===== src/design/lrip_pkg.sv =====
// Shared types, widths and constants of the lidar range image projection pipeline.
`default_nettype none

package lrip_pkg;

	// integer square root, two radicand bits per cell
	localparam int SQ_W  = 36;
	localparam int RT_W  = 18;
	localparam int REM_W = 20;

	typedef struct packed {
		logic [SQ_W-1:0]  s;
		logic [REM_W-1:0] r;
		logic [RT_W-1:0]  f;
	} sqrt_t;

	// vectoring CORDIC, angle in microdegrees
	localparam int CD_STEPS = 24;
	localparam int CD_SCALE = 12;
	localparam int CD_W     = 34;
	localparam int ANG_W    = 30;
	localparam int SH_W     = 5;

	localparam logic signed [ANG_W-1:0] HALF_TURN = 30'sd180000000;

	localparam logic signed [ANG_W-1:0] ATAN_UDEG [CD_STEPS] = '{
		30'sd45000000, 30'sd26565051, 30'sd14036243, 30'sd7125016,
		30'sd3576334,  30'sd1789911,  30'sd895174,   30'sd447614,
		30'sd223811,   30'sd111906,   30'sd55953,    30'sd27976,
		30'sd13988,    30'sd6994,     30'sd3497,     30'sd1749,
		30'sd874,      30'sd437,      30'sd219,      30'sd109,
		30'sd55,       30'sd27,       30'sd14,       30'sd7
	};

	typedef struct packed {
		logic signed [CD_W-1:0]  x;
		logic signed [CD_W-1:0]  y;
		logic signed [ANG_W-1:0] z;
		logic                    zero;
	} cordic_t;

	// restoring divider, one quotient bit per cell
	localparam int DIV_N = 21;
	localparam int DIV_W = 20;

	typedef struct packed {
		logic [DIV_W-1:0] rem;
		logic [DIV_N-1:0] nq;
	} div_t;

	// configuration register indexes
	localparam int CFG_IDX_W = 3;
	localparam logic [CFG_IDX_W-1:0] REG_USE_RING  = 3'd0;
	localparam logic [CFG_IDX_W-1:0] REG_HORIZ_RES = 3'd1;
	localparam logic [CFG_IDX_W-1:0] REG_VERT_RES  = 3'd2;
	localparam logic [CFG_IDX_W-1:0] REG_BOTTOM    = 3'd3;
	localparam logic [CFG_IDX_W-1:0] REG_MIN_RANGE = 3'd4;

endpackage

`default_nettype wire


===== src/design/lrip_sqrt_cell.sv =====
// One digit step of the pipelined integer square root.
`default_nettype none

module lrip_sqrt_cell (
	input  wire logic           clk,
	input  wire logic           en,
	input  wire lrip_pkg::sqrt_t d,
	output lrip_pkg::sqrt_t     q
);

	localparam int SW = lrip_pkg::SQ_W;
	localparam int RW = lrip_pkg::REM_W;
	localparam int FW = lrip_pkg::RT_W;

	logic [RW+1:0]   r2;
	logic [RW+1:0]   t;
	logic [RW+1:0]   diff;
	logic            ge;
	lrip_pkg::sqrt_t nxt;

	always_comb begin
		r2   = {d.r, d.s[SW-1 -: 2]};
		t    = {2'b00, d.f, 2'b01};
		ge   = r2 >= t;
		diff = r2 - t;
		nxt.s = {d.s[SW-3:0], 2'b00};
		nxt.r = ge ? diff[RW-1:0] : r2[RW-1:0];
		nxt.f = {d.f[FW-2:0], ge};
	end

	always_ff @(posedge clk) begin
		if (en) q <= nxt;
	end

endmodule

`default_nettype wire


===== config.mk =====
export PLATFORM = sky130hd
export DESIGN_NAME = lrip_sqrt_cell
export DESIGN_NICKNAME = d
export VERILOG_FILES = /design/src/design/lrip_pkg.sv /design/src/design/lrip_sqrt_cell.sv
export SDC_FILE = /design/constraint.sdc
export NUM_CORES = 1
export LEC_CHECK = 0
export BUFFER_PORTS_ARGS = -buffer_cell sky130_fd_sc_hd__buf_2
export CAP_MARGIN = 10
export CORE_ASPECT_RATIO = 0.8
export CORE_MARGIN = 2
export CORE_UTILIZATION = 40
export CTS_CLUSTER_DIAMETER = 80
export DETAILED_ROUTE_END_ITERATION = 6
export GPL_TIMING_DRIVEN = 0
export PLACE_DENSITY = 0.68
export SYNTH_ARGS = -nofsm -noshare
export SYNTH_HDL_FRONTEND = slang
export SYNTH_SLANG_ARGS = --single-unit

===== constraint.sdc =====
create_clock -name clk -period 2.65 [get_ports clk]
set_input_delay 0.53 -clock clk [delete_from_list [all_inputs] [get_ports clk]]
set_output_delay 0.53 -clock clk [all_outputs]
set_load 0.005 [all_outputs]

==> impl_metrics.py <==
metrics = {
    "outcome": {
        "run_status": "complete, no violations",
    },
    "sta": {
        "tightest_slew_ns": 0.943,
        "slew_violations": 0,
        "fmax_ghz": 0.389,
        "finalCriticalPeriod_ns": 2.57,
        "hold_viol_final": 0,
        "setup_viol": 0,
        "holdWs_ns": 0.371,
        "finalWorstSetupSlack_ns": 0.0800,
        "max-slew-margin-rel": 0.372,
        "period_share": 0.970,
    },
    "worst_hold_path": {
        "hp-class": "input port to register",
    },
    "worst_setup_path": {
        "cp_max_fo": 10,
        "slowest_stage": "a221o_1",
        "crit_required_ns": 2.73,
        "end_kind": "register",
        "critical_path.top_delay_family": "compound AO/OA/AOI/OAI gates",
        "arrival_ns": 2.65,
        "crit_type": "input port to register",
        "slowest_delay_ns": 0.36,
        "startpoint_type": "input port",
        "path_cells": "buf_2 -> ha_1 -> clkbuf_8 -> and2_4 -> a221o_1 -> a21oi_2 -> o31ai_2 -> o211ai_4 -> buf_8 -> mux2_4",
        "critPathBufInv": 3,
    },
    "cells_and_area": {
        "insertedDiodeCount": 0,
        "mostFrequentLayoutCells": "buf_2, edfxtp_1, inv_1, mux2_4, ha_1",
        "drive_above_1_share": 0.473,
        "layout_commonest_cell": "buf_2",
        "regMostFlops": "q",
        "largest_reg_flops": 72,
        "fin_nets": 524,
        "fin_util": 0.565,
        "num-fill-cells": 765,
        "reg.largest.list": "q: 72 flops",
        "syn_to_final_growth_pct": 34.9,
    },
    "pwr": {
        "total_power_w": 0.00328,
        "p_per_area_nw_per_um2": 672,
        "p_leak_nw": 2.16,
        "peakVddDrop_mv": 0.272,
    },
    "cts": {
        "numCtsBuffers": 9,
        "ctsHoldBuffers": 0,
        "htree_levels": 3,
        "cts_tree": "done",
        "cts_buffer_depth": 2,
        "clock_sinks": 72,
        "cts.clk_slew.worst_paths_ns": 0.06,
        "root_buffer": "clkbuf_16",
    },
    "yosys": {
        "synth_top_area_cell": "edfxtp_1",
        "synth_cell_types": 43,
        "avgSynthCellArea_um2": 13.6,
        "synth_warnings": 0,
        "synth_ff_type": "edfxtp_1",
        "synth_area_leaders": "edfxtp_1, mux2_4, ha_1",
        "synth_edf_count": 72,
        "synthArstFlopShare": 0,
        "syn_inst": 266,
        "syn_area_um2": 3610,
        "ys_ff_latch": 72,
        "yosysSeqAreaShare": 0.598,
        "synth_top_area_frac": 0.598,
    },
    "grt": {
        "gr-total-overflow": 0,
        "grt_pass1_vias": 2466,
        "antenna_found_initial": 0,
        "grt_use_total": 0.166,
        "grt_max_degree": 73,
        "grt_pass1_wl_um": 12300,
    },
    "placed_design": {
        "hpwl_um": 6270,
        "place_ws_ns": -0.323,
        "gp_congestion": 0.836,
        "io_buffers": 147,
    },
    "die": {
        "die_h_um": 89.0,
        "rows": 30,
        "fp.coreArea_um2": 8630,
        "die_w_um": 110,
        "initial_core_util": 0.419,
        "die-area_um2": 9820,
        "ios": 150,
    },
    "detailed_routing": {
        "via_per_inst": 4.85,
        "first_pass_iters": 4,
        "drtIter0Drc": 177,
        "drc": 0,
        "route.vias.total": 2645,
        "drt_wl_total_um": 8650,
        "postRouteAntennaNets": 0,
        "routedWlPerCell_um": 15.9,
    },
    "run": {
        "cap_violations": 0,
    },
}
path summary, 6_finish.rpt:
kind                   from              end  depth (start not counted)
worst max-delay path  d[32]  q[32]$_DFFE_PP_                         10
worst min-delay path  d[70]  q[72]$_DFFE_PP_                          1
logic make-up after synthesis:
logic type,share of synthesized area
simple gates,0.0654
fa+ha+maj,0.0692
xor+xnor,0.0436
other cells,0.00104
buf+inv,0.0426
mux,0.0793
compound gates,0.101
flops,0.598
report_power, final:
group	total, W	switching, W	internal, W	leakage [nW]
registers	0.00143	0.0000269	0.00140	0.705
clock network	0.00117	0.000518	0.000654	0.135
logic	0.000679	0.000326	0.000353	1.32
area by class of cell:
class                   count  area [um2]  area share
multi-input cells         162        1360       0.278
repair buffers            150         764       0.157
clock buffers               9         225      0.0462
inverters                  27         101      0.0208
plain buffers               6        66.3      0.0136
flip-flops and latches     72        2160       0.443
well taps                 112         140      0.0287
clock inverters             7        61.3      0.0126
cell usage after synthesis (5+ instances only):
library cell  number
edfxtp_1          72
inv_1             27
ha_1              20
mux2_4            17
a21oi_1           15
nor2_1            12
nand2_1            9
xnor2_1            9
xor2_1             9
o21ai_0            8
nand3_1            6
nor3_1             6
a211oi_1           5
metrics by stage:
stage / instance area (um2) / cells / setup TNS (ns)
5_1_grt: 4880 / 545 / -0.0337
3_3_place_gp: 4530 / 526 / -5.08
3_5_place_dp: 4530 / 526 / -5.75
4_1_cts: 4820 / 542 / 0
2_1_floorplan: 3660 / 267 / 0
6_report: 4880 / 545 / 0
layer usage:
layer / wire length [um] / global-route usage
met5: 0 / 0
met4: 72 / 0.0500
met3: 883 / 0.0627
met2: 3720 / 0.259
met1: 3970 / 0.218
repair_timing:
action                                  CTS  global route
buffers inserted                          0             2
resized for setup                         0            10
endpoints found under the setup margin    0            17
Note: power is estimated with default switching activity, not from simulation.
