`config.mk`:
```
export PLATFORM = sky130hd
export DESIGN_NAME = lrip_div_cell
export DESIGN_NICKNAME = d
export VERILOG_FILES = /design/src/design/lrip_pkg.sv /design/src/design/lrip_div_cell.sv
export SDC_FILE = /design/constraint.sdc
export NUM_CORES = 1
export LEC_CHECK = 0
export BUFFER_PORTS_ARGS = -buffer_cell sky130_fd_sc_hd__buf_4
export CAP_MARGIN = 20
export CORE_ASPECT_RATIO = 0.7
export CORE_MARGIN = 3
export CORE_UTILIZATION = 40
export CTS_CLUSTER_SIZE = 40
export DETAILED_ROUTE_END_ITERATION = 16
export PLACE_DENSITY_LB_ADDON = 0.05
export SETUP_SLACK_MARGIN = 0.2
export SLEW_MARGIN = 10
export SYNTH_ARGS = -nofsm -noshare
export SYNTH_HDL_FRONTEND = slang
export SYNTH_SLANG_ARGS = --single-unit
```
`constraint.sdc`:
```
create_clock -name clk -period 5.9 [get_ports clk]
set_input_delay 1.475 -clock clk [delete_from_list [all_inputs] [get_ports clk]]
set_output_delay 1.475 -clock clk [all_outputs]
set_load 0.01 [all_outputs]
```
`src/design/lrip_pkg.sv`:
```
// Shared types, widths and constants of the lidar range image projection pipeline.
`default_nettype none

package lrip_pkg;

	// integer square root, two radicand bits per cell
	localparam int SQ_W  = 36;
	localparam int RT_W  = 18;
	localparam int REM_W = 20;

	typedef struct packed {
		logic [SQ_W-1:0]  s;
		logic [REM_W-1:0] r;
		logic [RT_W-1:0]  f;
	} sqrt_t;

	// vectoring CORDIC, angle in microdegrees
	localparam int CD_STEPS = 24;
	localparam int CD_SCALE = 12;
	localparam int CD_W     = 34;
	localparam int ANG_W    = 30;
	localparam int SH_W     = 5;

	localparam logic signed [ANG_W-1:0] HALF_TURN = 30'sd180000000;

	localparam logic signed [ANG_W-1:0] ATAN_UDEG [CD_STEPS] = '{
		30'sd45000000, 30'sd26565051, 30'sd14036243, 30'sd7125016,
		30'sd3576334,  30'sd1789911,  30'sd895174,   30'sd447614,
		30'sd223811,   30'sd111906,   30'sd55953,    30'sd27976,
		30'sd13988,    30'sd6994,     30'sd3497,     30'sd1749,
		30'sd874,      30'sd437,      30'sd219,      30'sd109,
		30'sd55,       30'sd27,       30'sd14,       30'sd7
	};

	typedef struct packed {
		logic signed [CD_W-1:0]  x;
		logic signed [CD_W-1:0]  y;
		logic signed [ANG_W-1:0] z;
		logic                    zero;
	} cordic_t;

	// restoring divider, one quotient bit per cell
	localparam int DIV_N = 21;
	localparam int DIV_W = 20;

	typedef struct packed {
		logic [DIV_W-1:0] rem;
		logic [DIV_N-1:0] nq;
	} div_t;

	// configuration register indexes
	localparam int CFG_IDX_W = 3;
	localparam logic [CFG_IDX_W-1:0] REG_USE_RING  = 3'd0;
	localparam logic [CFG_IDX_W-1:0] REG_HORIZ_RES = 3'd1;
	localparam logic [CFG_IDX_W-1:0] REG_VERT_RES  = 3'd2;
	localparam logic [CFG_IDX_W-1:0] REG_BOTTOM    = 3'd3;
	localparam logic [CFG_IDX_W-1:0] REG_MIN_RANGE = 3'd4;

endpackage

`default_nettype wire

```
`src/design/lrip_div_cell.sv`:
```
// One quotient bit of the pipelined restoring divider.
`default_nettype none

module lrip_div_cell (
	input  wire logic                        clk,
	input  wire logic                        en,
	input  wire logic [lrip_pkg::DIV_W-1:0]  den,
	input  wire lrip_pkg::div_t              d,
	output lrip_pkg::div_t                   q
);

	localparam int N = lrip_pkg::DIV_N;
	localparam int W = lrip_pkg::DIV_W;

	logic [W:0]     t;
	logic [W:0]     diff;
	logic           ge;
	lrip_pkg::div_t nxt;

	always_comb begin
		t    = {d.rem, d.nq[N-1]};
		ge   = t >= {1'b0, den};
		diff = t - {1'b0, den};
		nxt.rem = ge ? diff[W-1:0] : t[W-1:0];
		nxt.nq  = {d.nq[N-2:0], ge};
	end

	always_ff @(posedge clk) begin
		if (en) q <= nxt;
	end

endmodule

`default_nettype wire
```
==> results by group, run 1 <==
Cells and area
  • Core Util, Final: 58.3%
  • Multi-input gate area: 1210 µm²
  • Largest registers: q (41)
  • Reg area: 1230 µm²
  • Layout cells sized above 1: 33.2%
  • Fill count: 523
  • Largest Register: q
  • Final net count: 433
  • Antenna diode count: 0
  • Area grow syn2layout: 35.7%
  • Number of flip-flops in the largest register: 41

STA
  • Period utilization: 67.2%
  • Post-Route Setup TNS: 0 ps
  • Max-Slew Margin vs Limit: 48.7%
  • Worst-margin pin slew: 768 ps
  • Final Hold Viols: 0
  • Fin crit period: 3970 ps
  • Final setup viols: 0
  • Worst hold slack: 1360 ps
  • RSZ-0062 raised after global routing: no
  • PnR worst setup slack: 1930 ps
  • F_max: 252 MHz
  • Slew Limit Fails: 0

Synthesis
  • Synth cell count leaders: edfxtp_1 (41), nand2_1 (32), o21ai_0 (25)
  • Cell taking the most area after synthesis: edfxtp_1
  • Ranking of synthesized cells by area: edfxtp_1 (48%), ha_1 (9.8%), o21ai_0 (4.9%)
  • Post-synthesis cell count: 247
  • Top-count cell post-synth: edfxtp_1
  • Number of synthesized register bits: 41
  • Distinct cells, synth: 40
  • Mapped Area: 2560 µm²
  • Synth Flop Type: edfxtp_1
  • Async SR Flop Fraction: 0%
  • Post-synth EDFFs: 41
  • Synth warn: 0
  • Syn nets: 331
  • Yosys top cell area share: 48.1%
  • Register area share after synthesis: 48.1%
  • Mean Syn Cell Area: 10.4 µm²

GRT
  • Initial antenna violation count: 0
  • Met2 Usage GRT: 24.2%
  • Met3 Track Usage GR: 3.44%
  • Largest net degree at the start of global routing: 42
  • First-pass GRT wire length: 9800 µm
  • GRT busiest layer: met1
  • Tot GR Track Use: 16.8%
  • Number of global-route vias before repair: 2050
  • Met1 Track Usage GR: 25.8%
  • GR Overflow Total: 0

Power and ir drop
  • Sw Pwr: 0.235 mW
  • Sequential power share: 46.2%
  • Sw Share: 29.1%
  • Pleak: 1.58 nW
  • Tot Pwr: 0.807 mW
  • Gate power share: 32.2%
  • VDD IR max: 0.100 mV
  • Internal power: 0.573 mW
  • Power density over the cells: 232 nW/µm²
  • Clk pwr share: 21.6%

Clocking
  • CTS Buf Count: 5
  • Setup bufs post-CTS: 0
  • CTS H-tree depth: 2
  • Post-cts gate resize count: 0
  • Clock sink count: 41
  • Number of hold buffers added after CTS: 0
  • CTS tree: yes
  • Clock Tree Root: clkbuf_8
  • Clock buffer depth: 2
  • Clk slew on worst S/H paths: 80 ps

Place
  • Place WS: 1610 ps
  • Final RePlAce weighted congestion: 0.833
  • Hpwl dp: 4910 µm
  • Port bufs: 103

Die
  • Core area: 5960 µm²
  • Die Height: 73.0 µm
  • Cell Rows: 23
  • Chip Width: 102 µm
  • Full die area: 7410 µm²
  • Initial core utilization: 43.0%
  • I/O pin total: 104

Critical path
  • Family with the most delay on the worst path: compound AO/OA/AOI/OAI gates
  • Worst Setup Start Kind: input port
  • WP data arrival: 4010 ps
  • Critical path's largest stage delay: 630 ps
  • Worst Path Max Fanout: 32
  • Max stage delay cell, worst path: a21oi_4
  • Worst path cell trace: buf_4 > inv_1 > ha_1 > a21o_1 > a31oi_1 > nand2_1 > a311o_1 > a21oi_4 > inv_2 > mux2_4
  • Sum of buffers and inverters on the critical path: 3
  • Worst EP required: 5950 ps
  • CP Capture Type: flop
  • Crit path kind: in2reg

Route
  • Initial DRC Count: 67
  • Final wirelength: 6210 µm
  • Via count: 2169
  • Avg Vias per Cell: 5.12
  • Antenna Violating Nets Remaining: 0
  • DR DRC count: 0
  • Routed WL per cell: 14.6 µm
  • Drt pass-1 iters: 4

Run status
  • Status: finished clean

Run
  • Max cap viols: 0

Hold path
  • Hold WC Path Type: in2reg
==> power groups by stage <==
stage	Clock, mW	Sequential [mW]	Combinational, mW
after floorplan	0	0.398	0.124
after global placement	0	0.379	0.257
after detailed placement	0	0.381	0.259
after CTS	0.181	0.374	0.261
after global routing	0.192	0.377	0.289
final	0.174	0.373	0.260
==> worst paths after layout <==
kind / slack (ps) / cells after the start / start / endpoint
worst max-delay path: 1930 / 10 / den[4] / q[33]
worst min-delay path: 1360 / 1 / d[2] / q[3]
==> cell usage in the layout, fill, tap and decap left out, drive strengths merged, types with 4 or more instances in the layout <==
cell and count:
nor2 10, o21ai 26, nand2 32, mux2 4, buf 103, ha 20
xnor2 10, xor2 7, inv 24, a21oi 18, edfxtp 41, nand4 5
a21o 7, clkbuf 5, o21a 4
==> stage by stage <==
stage | area, µm² | std cells
2_1_floorplan | 2560 | 247
3_3_place_gp | 3390 | 417
3_5_place_dp | 3390 | 417
4_1_cts | 3470 | 424
5_1_grt | 3470 | 424
6_report | 3470 | 424
==> cells by family after synthesis <==
| family | after synthesis | share of synthesized area (%) |
|---|---|---|
| multiplexers | 6 | 2.98 |
| AND/OR/NAND/NOR | 57 | 9.87 |
| AO/OA/AOI/OAI | 73 | 17.9 |
| adder cells (fa/ha/maj) | 21 | 10.6 |
| XOR/XNOR | 17 | 5.81 |
| flip-flops | 41 | 48.1 |
| buffers and inverters | 32 | 4.84 |
==> cell type report <==
class,instances,share of cell area [%]
flip-flops and latches,41,35.4
inverters,24,2.59
clock buffers,5,1.98
clock inverters,2,0.324
multi-input cells,174,34.7
well taps,75,2.70
repair buffers,103,22.3
==> routing by layer <==
metal | part of all wire, % | wire [µm] | vias up
li1 | - | - | 1094
met1 | 51 | 3180 | 986
met2 | 41 | 2540 | 84
met3 | 7.1 | 439 | 5
met4 | 0.72 | 45 | 0
met5 | 0 | 0 | -
Note: power is estimated with default switching activity, not from simulation.
==> run 2: changes to the inputs <==
clock period = 3.67 ns   (was 5.9 ns; I/O delays follow)
==> run 2 against run 1 <==
Effect of this change:
- sequential cell count stayed put
- largest power group unchanged
- design area is 0.43% higher
- die area stayed put
- critical path type unchanged
- utilization is 0.25 points higher
- total power is 61% higher
- critical endpoint is now q[32]
- non-clock buffer count is 2 higher
- hold slack worse by 560 ps
- final cell count is 0.47% higher
- highest routed layer unchanged
==> results by group, run 2 (synthesis gave the netlist of run 1 again) <==
Run status
  • Status: finished clean

STA
  • Fin crit period: 2960 ps
  • Post-Route Setup TNS: 0 ps
  • F_max: 337 MHz
  • Slew Limit Fails: 0
  • Worst-margin pin slew: 570 ps
  • Max-Slew Margin vs Limit: 61.8%
  • Period utilization: 80.7%
  • RSZ-0062 raised after global routing: no
  • Final Hold Viols: 0
  • Final setup viols: 0

Critical path
  • Family with the most delay on the worst path: compound AO/OA/AOI/OAI gates
  • Worst Path Max Fanout: 15
  • Max stage delay cell, worst path: a311o_1
  • Critical path's largest stage delay: 390 ps
  • Crit path kind: in2reg
  • CP Capture Type: flop
  • Worst Setup Start Kind: input port
  • Worst EP required: 3690 ps
  • Cell mode on critical path: buf_4
  • Sum of buffers and inverters on the critical path: 3
  • Worst path cell trace: buf_4 > inv_1 > ha_1 > a21o_1 > a31oi_1 > nand2_1 > a311o_1 > a21oi_4 > buf_4 > o21ai_0
  • CP startpoint: den[4]
  • WP data arrival: 2980 ps

Clocking
  • Clk slew on worst S/H paths: 80 ps
  • Post-cts gate resize count: 0
  • Clock sink count: 41
  • Clock Tree Root: clkbuf_8
  • CTS Buf Count: 5
  • CTS H-tree depth: 2
  • Number of hold buffers added after CTS: 0
  • Setup bufs post-CTS: 0
  • Clock buffer depth: 2
  • CTS tree: yes

Route
  • DR DRC count: 0
  • Drt pass-1 iters: 4
  • Final wirelength: 6290 µm
  • Initial DRC Count: 146
  • Via count: 2141
  • Routed WL per cell: 14.8 µm
  • Antenna Violating Nets Remaining: 0
  • Avg Vias per Cell: 5.03

Cells and area
  • Core Util, Final: 58.6%
  • Fill count: 536
  • Most common cell after layout, fill and taps aside: buf_4
  • Number of flip-flops in the largest register: 41
  • Largest Register: q
  • Area grow syn2layout: 36.2%
  • Most frequent cells in the layout: buf_4 (105), edfxtp_1 (41), nand2_1 (32)
  • Largest registers: q (41)
  • Layout cells sized above 1: 33.6%
  • Final net count: 435
  • Antenna diode count: 0

Power and ir drop
  • Gate power share: 32.3%
  • Internal power: 0.923 mW
  • Pleak: 1.59 nW
  • Sequential power share: 46.0%
  • VDD IR max: 0.207 mV
  • Sw Share: 29.2%
  • Power density over the cells: 373 nW/µm²
  • Clk pwr share: 21.7%
  • Sw Pwr: 0.380 mW

Die
  • Die Height: 73.0 µm
  • Core area: 5960 µm²
  • Chip Width: 102 µm
  • I/O pin total: 104
  • Initial core utilization: 43.0%
  • Full die area: 7410 µm²
  • Cell Rows: 23

Place
  • Hpwl dp: 4950 µm
  • Final RePlAce weighted congestion: 0.866
  • Port bufs: 103

GRT
  • GR Overflow Total: 0
  • Initial antenna violation count: 0
  • GRT busiest layer: met1
  • Met1 Track Usage GR: 27.2%
  • First-pass GRT wire length: 9550 µm
  • Tot GR Track Use: 16.7%
  • Met3 Track Usage GR: 3.53%
  • Met2 Usage GRT: 21.8%
  • Number of global-route vias before repair: 1865
  • Largest net degree at the start of global routing: 42

Hold path
  • Worst Hold Launch: d[1]
  • Hold WC Path Type: in2reg

Run
  • Max cap viols: 0
-- run 2: cell count changes in the layout (fill, tap and decap cells not counted) --
| cell | before | now |
|---|---|---|
| buf_4 | 103 | 105 |
-- run 2: cell type report --
| class | count | area, µm² | share of cell area (%) |
|---|---|---|---|
| Timing Repair Buffer | 105 | 788 | 22.6 |
| Sequential cell | 41 | 1230 | 35.3 |
| Clock buffer | 5 | 68.8 | 1.97 |
| Inverter | 24 | 90.1 | 2.58 |
| Multi-Input combinational cell | 174 | 1210 | 34.6 |
| Tap cell | 75 | 93.8 | 2.69 |
| Clock inverter | 2 | 11.3 | 0.323 |
-- run 2: layer usage --
metal | vias to the layer above | wire [µm]
met3 | 4 | 475
met5 | - | 0
met1 | 964 | 3280
met2 | 77 | 2480
li1 | 1096 | -
met4 | 0 | 48
-- run 2: power by group through the flow --
stage                     clock network, mW  logic [mW]  registers, mW
after floorplan                           0       0.199          0.640
after CTS                             0.298       0.421          0.600
after detailed placement                  0       0.420          0.610
final                                 0.283       0.421          0.599
after global routing                  0.314       0.463          0.604
after global placement                    0       0.418          0.609
-- run 2: stage by stage --
stage | hold slack [ps] | instance area, µm² | worst slack (ps) | instances | power, mW
final | 803 | 3490 | 706 | 426 | 1.30
after floorplan | 1020 | 2560 | 736 | 247 | 0.838
after CTS | 788 | 3490 | 748 | 426 | 1.32
after global routing | 787 | 3490 | 598 | 426 | 1.38
after global placement | 1100 | 3410 | 446 | 419 | 1.03
after detailed placement | 1100 | 3410 | 434 | 419 | 1.03
-- run 2: worst paths after layout --
path,end,slack (ps),cells after the start
setup / recovery,q[32],710,10
hold / removal,q[2],800,1
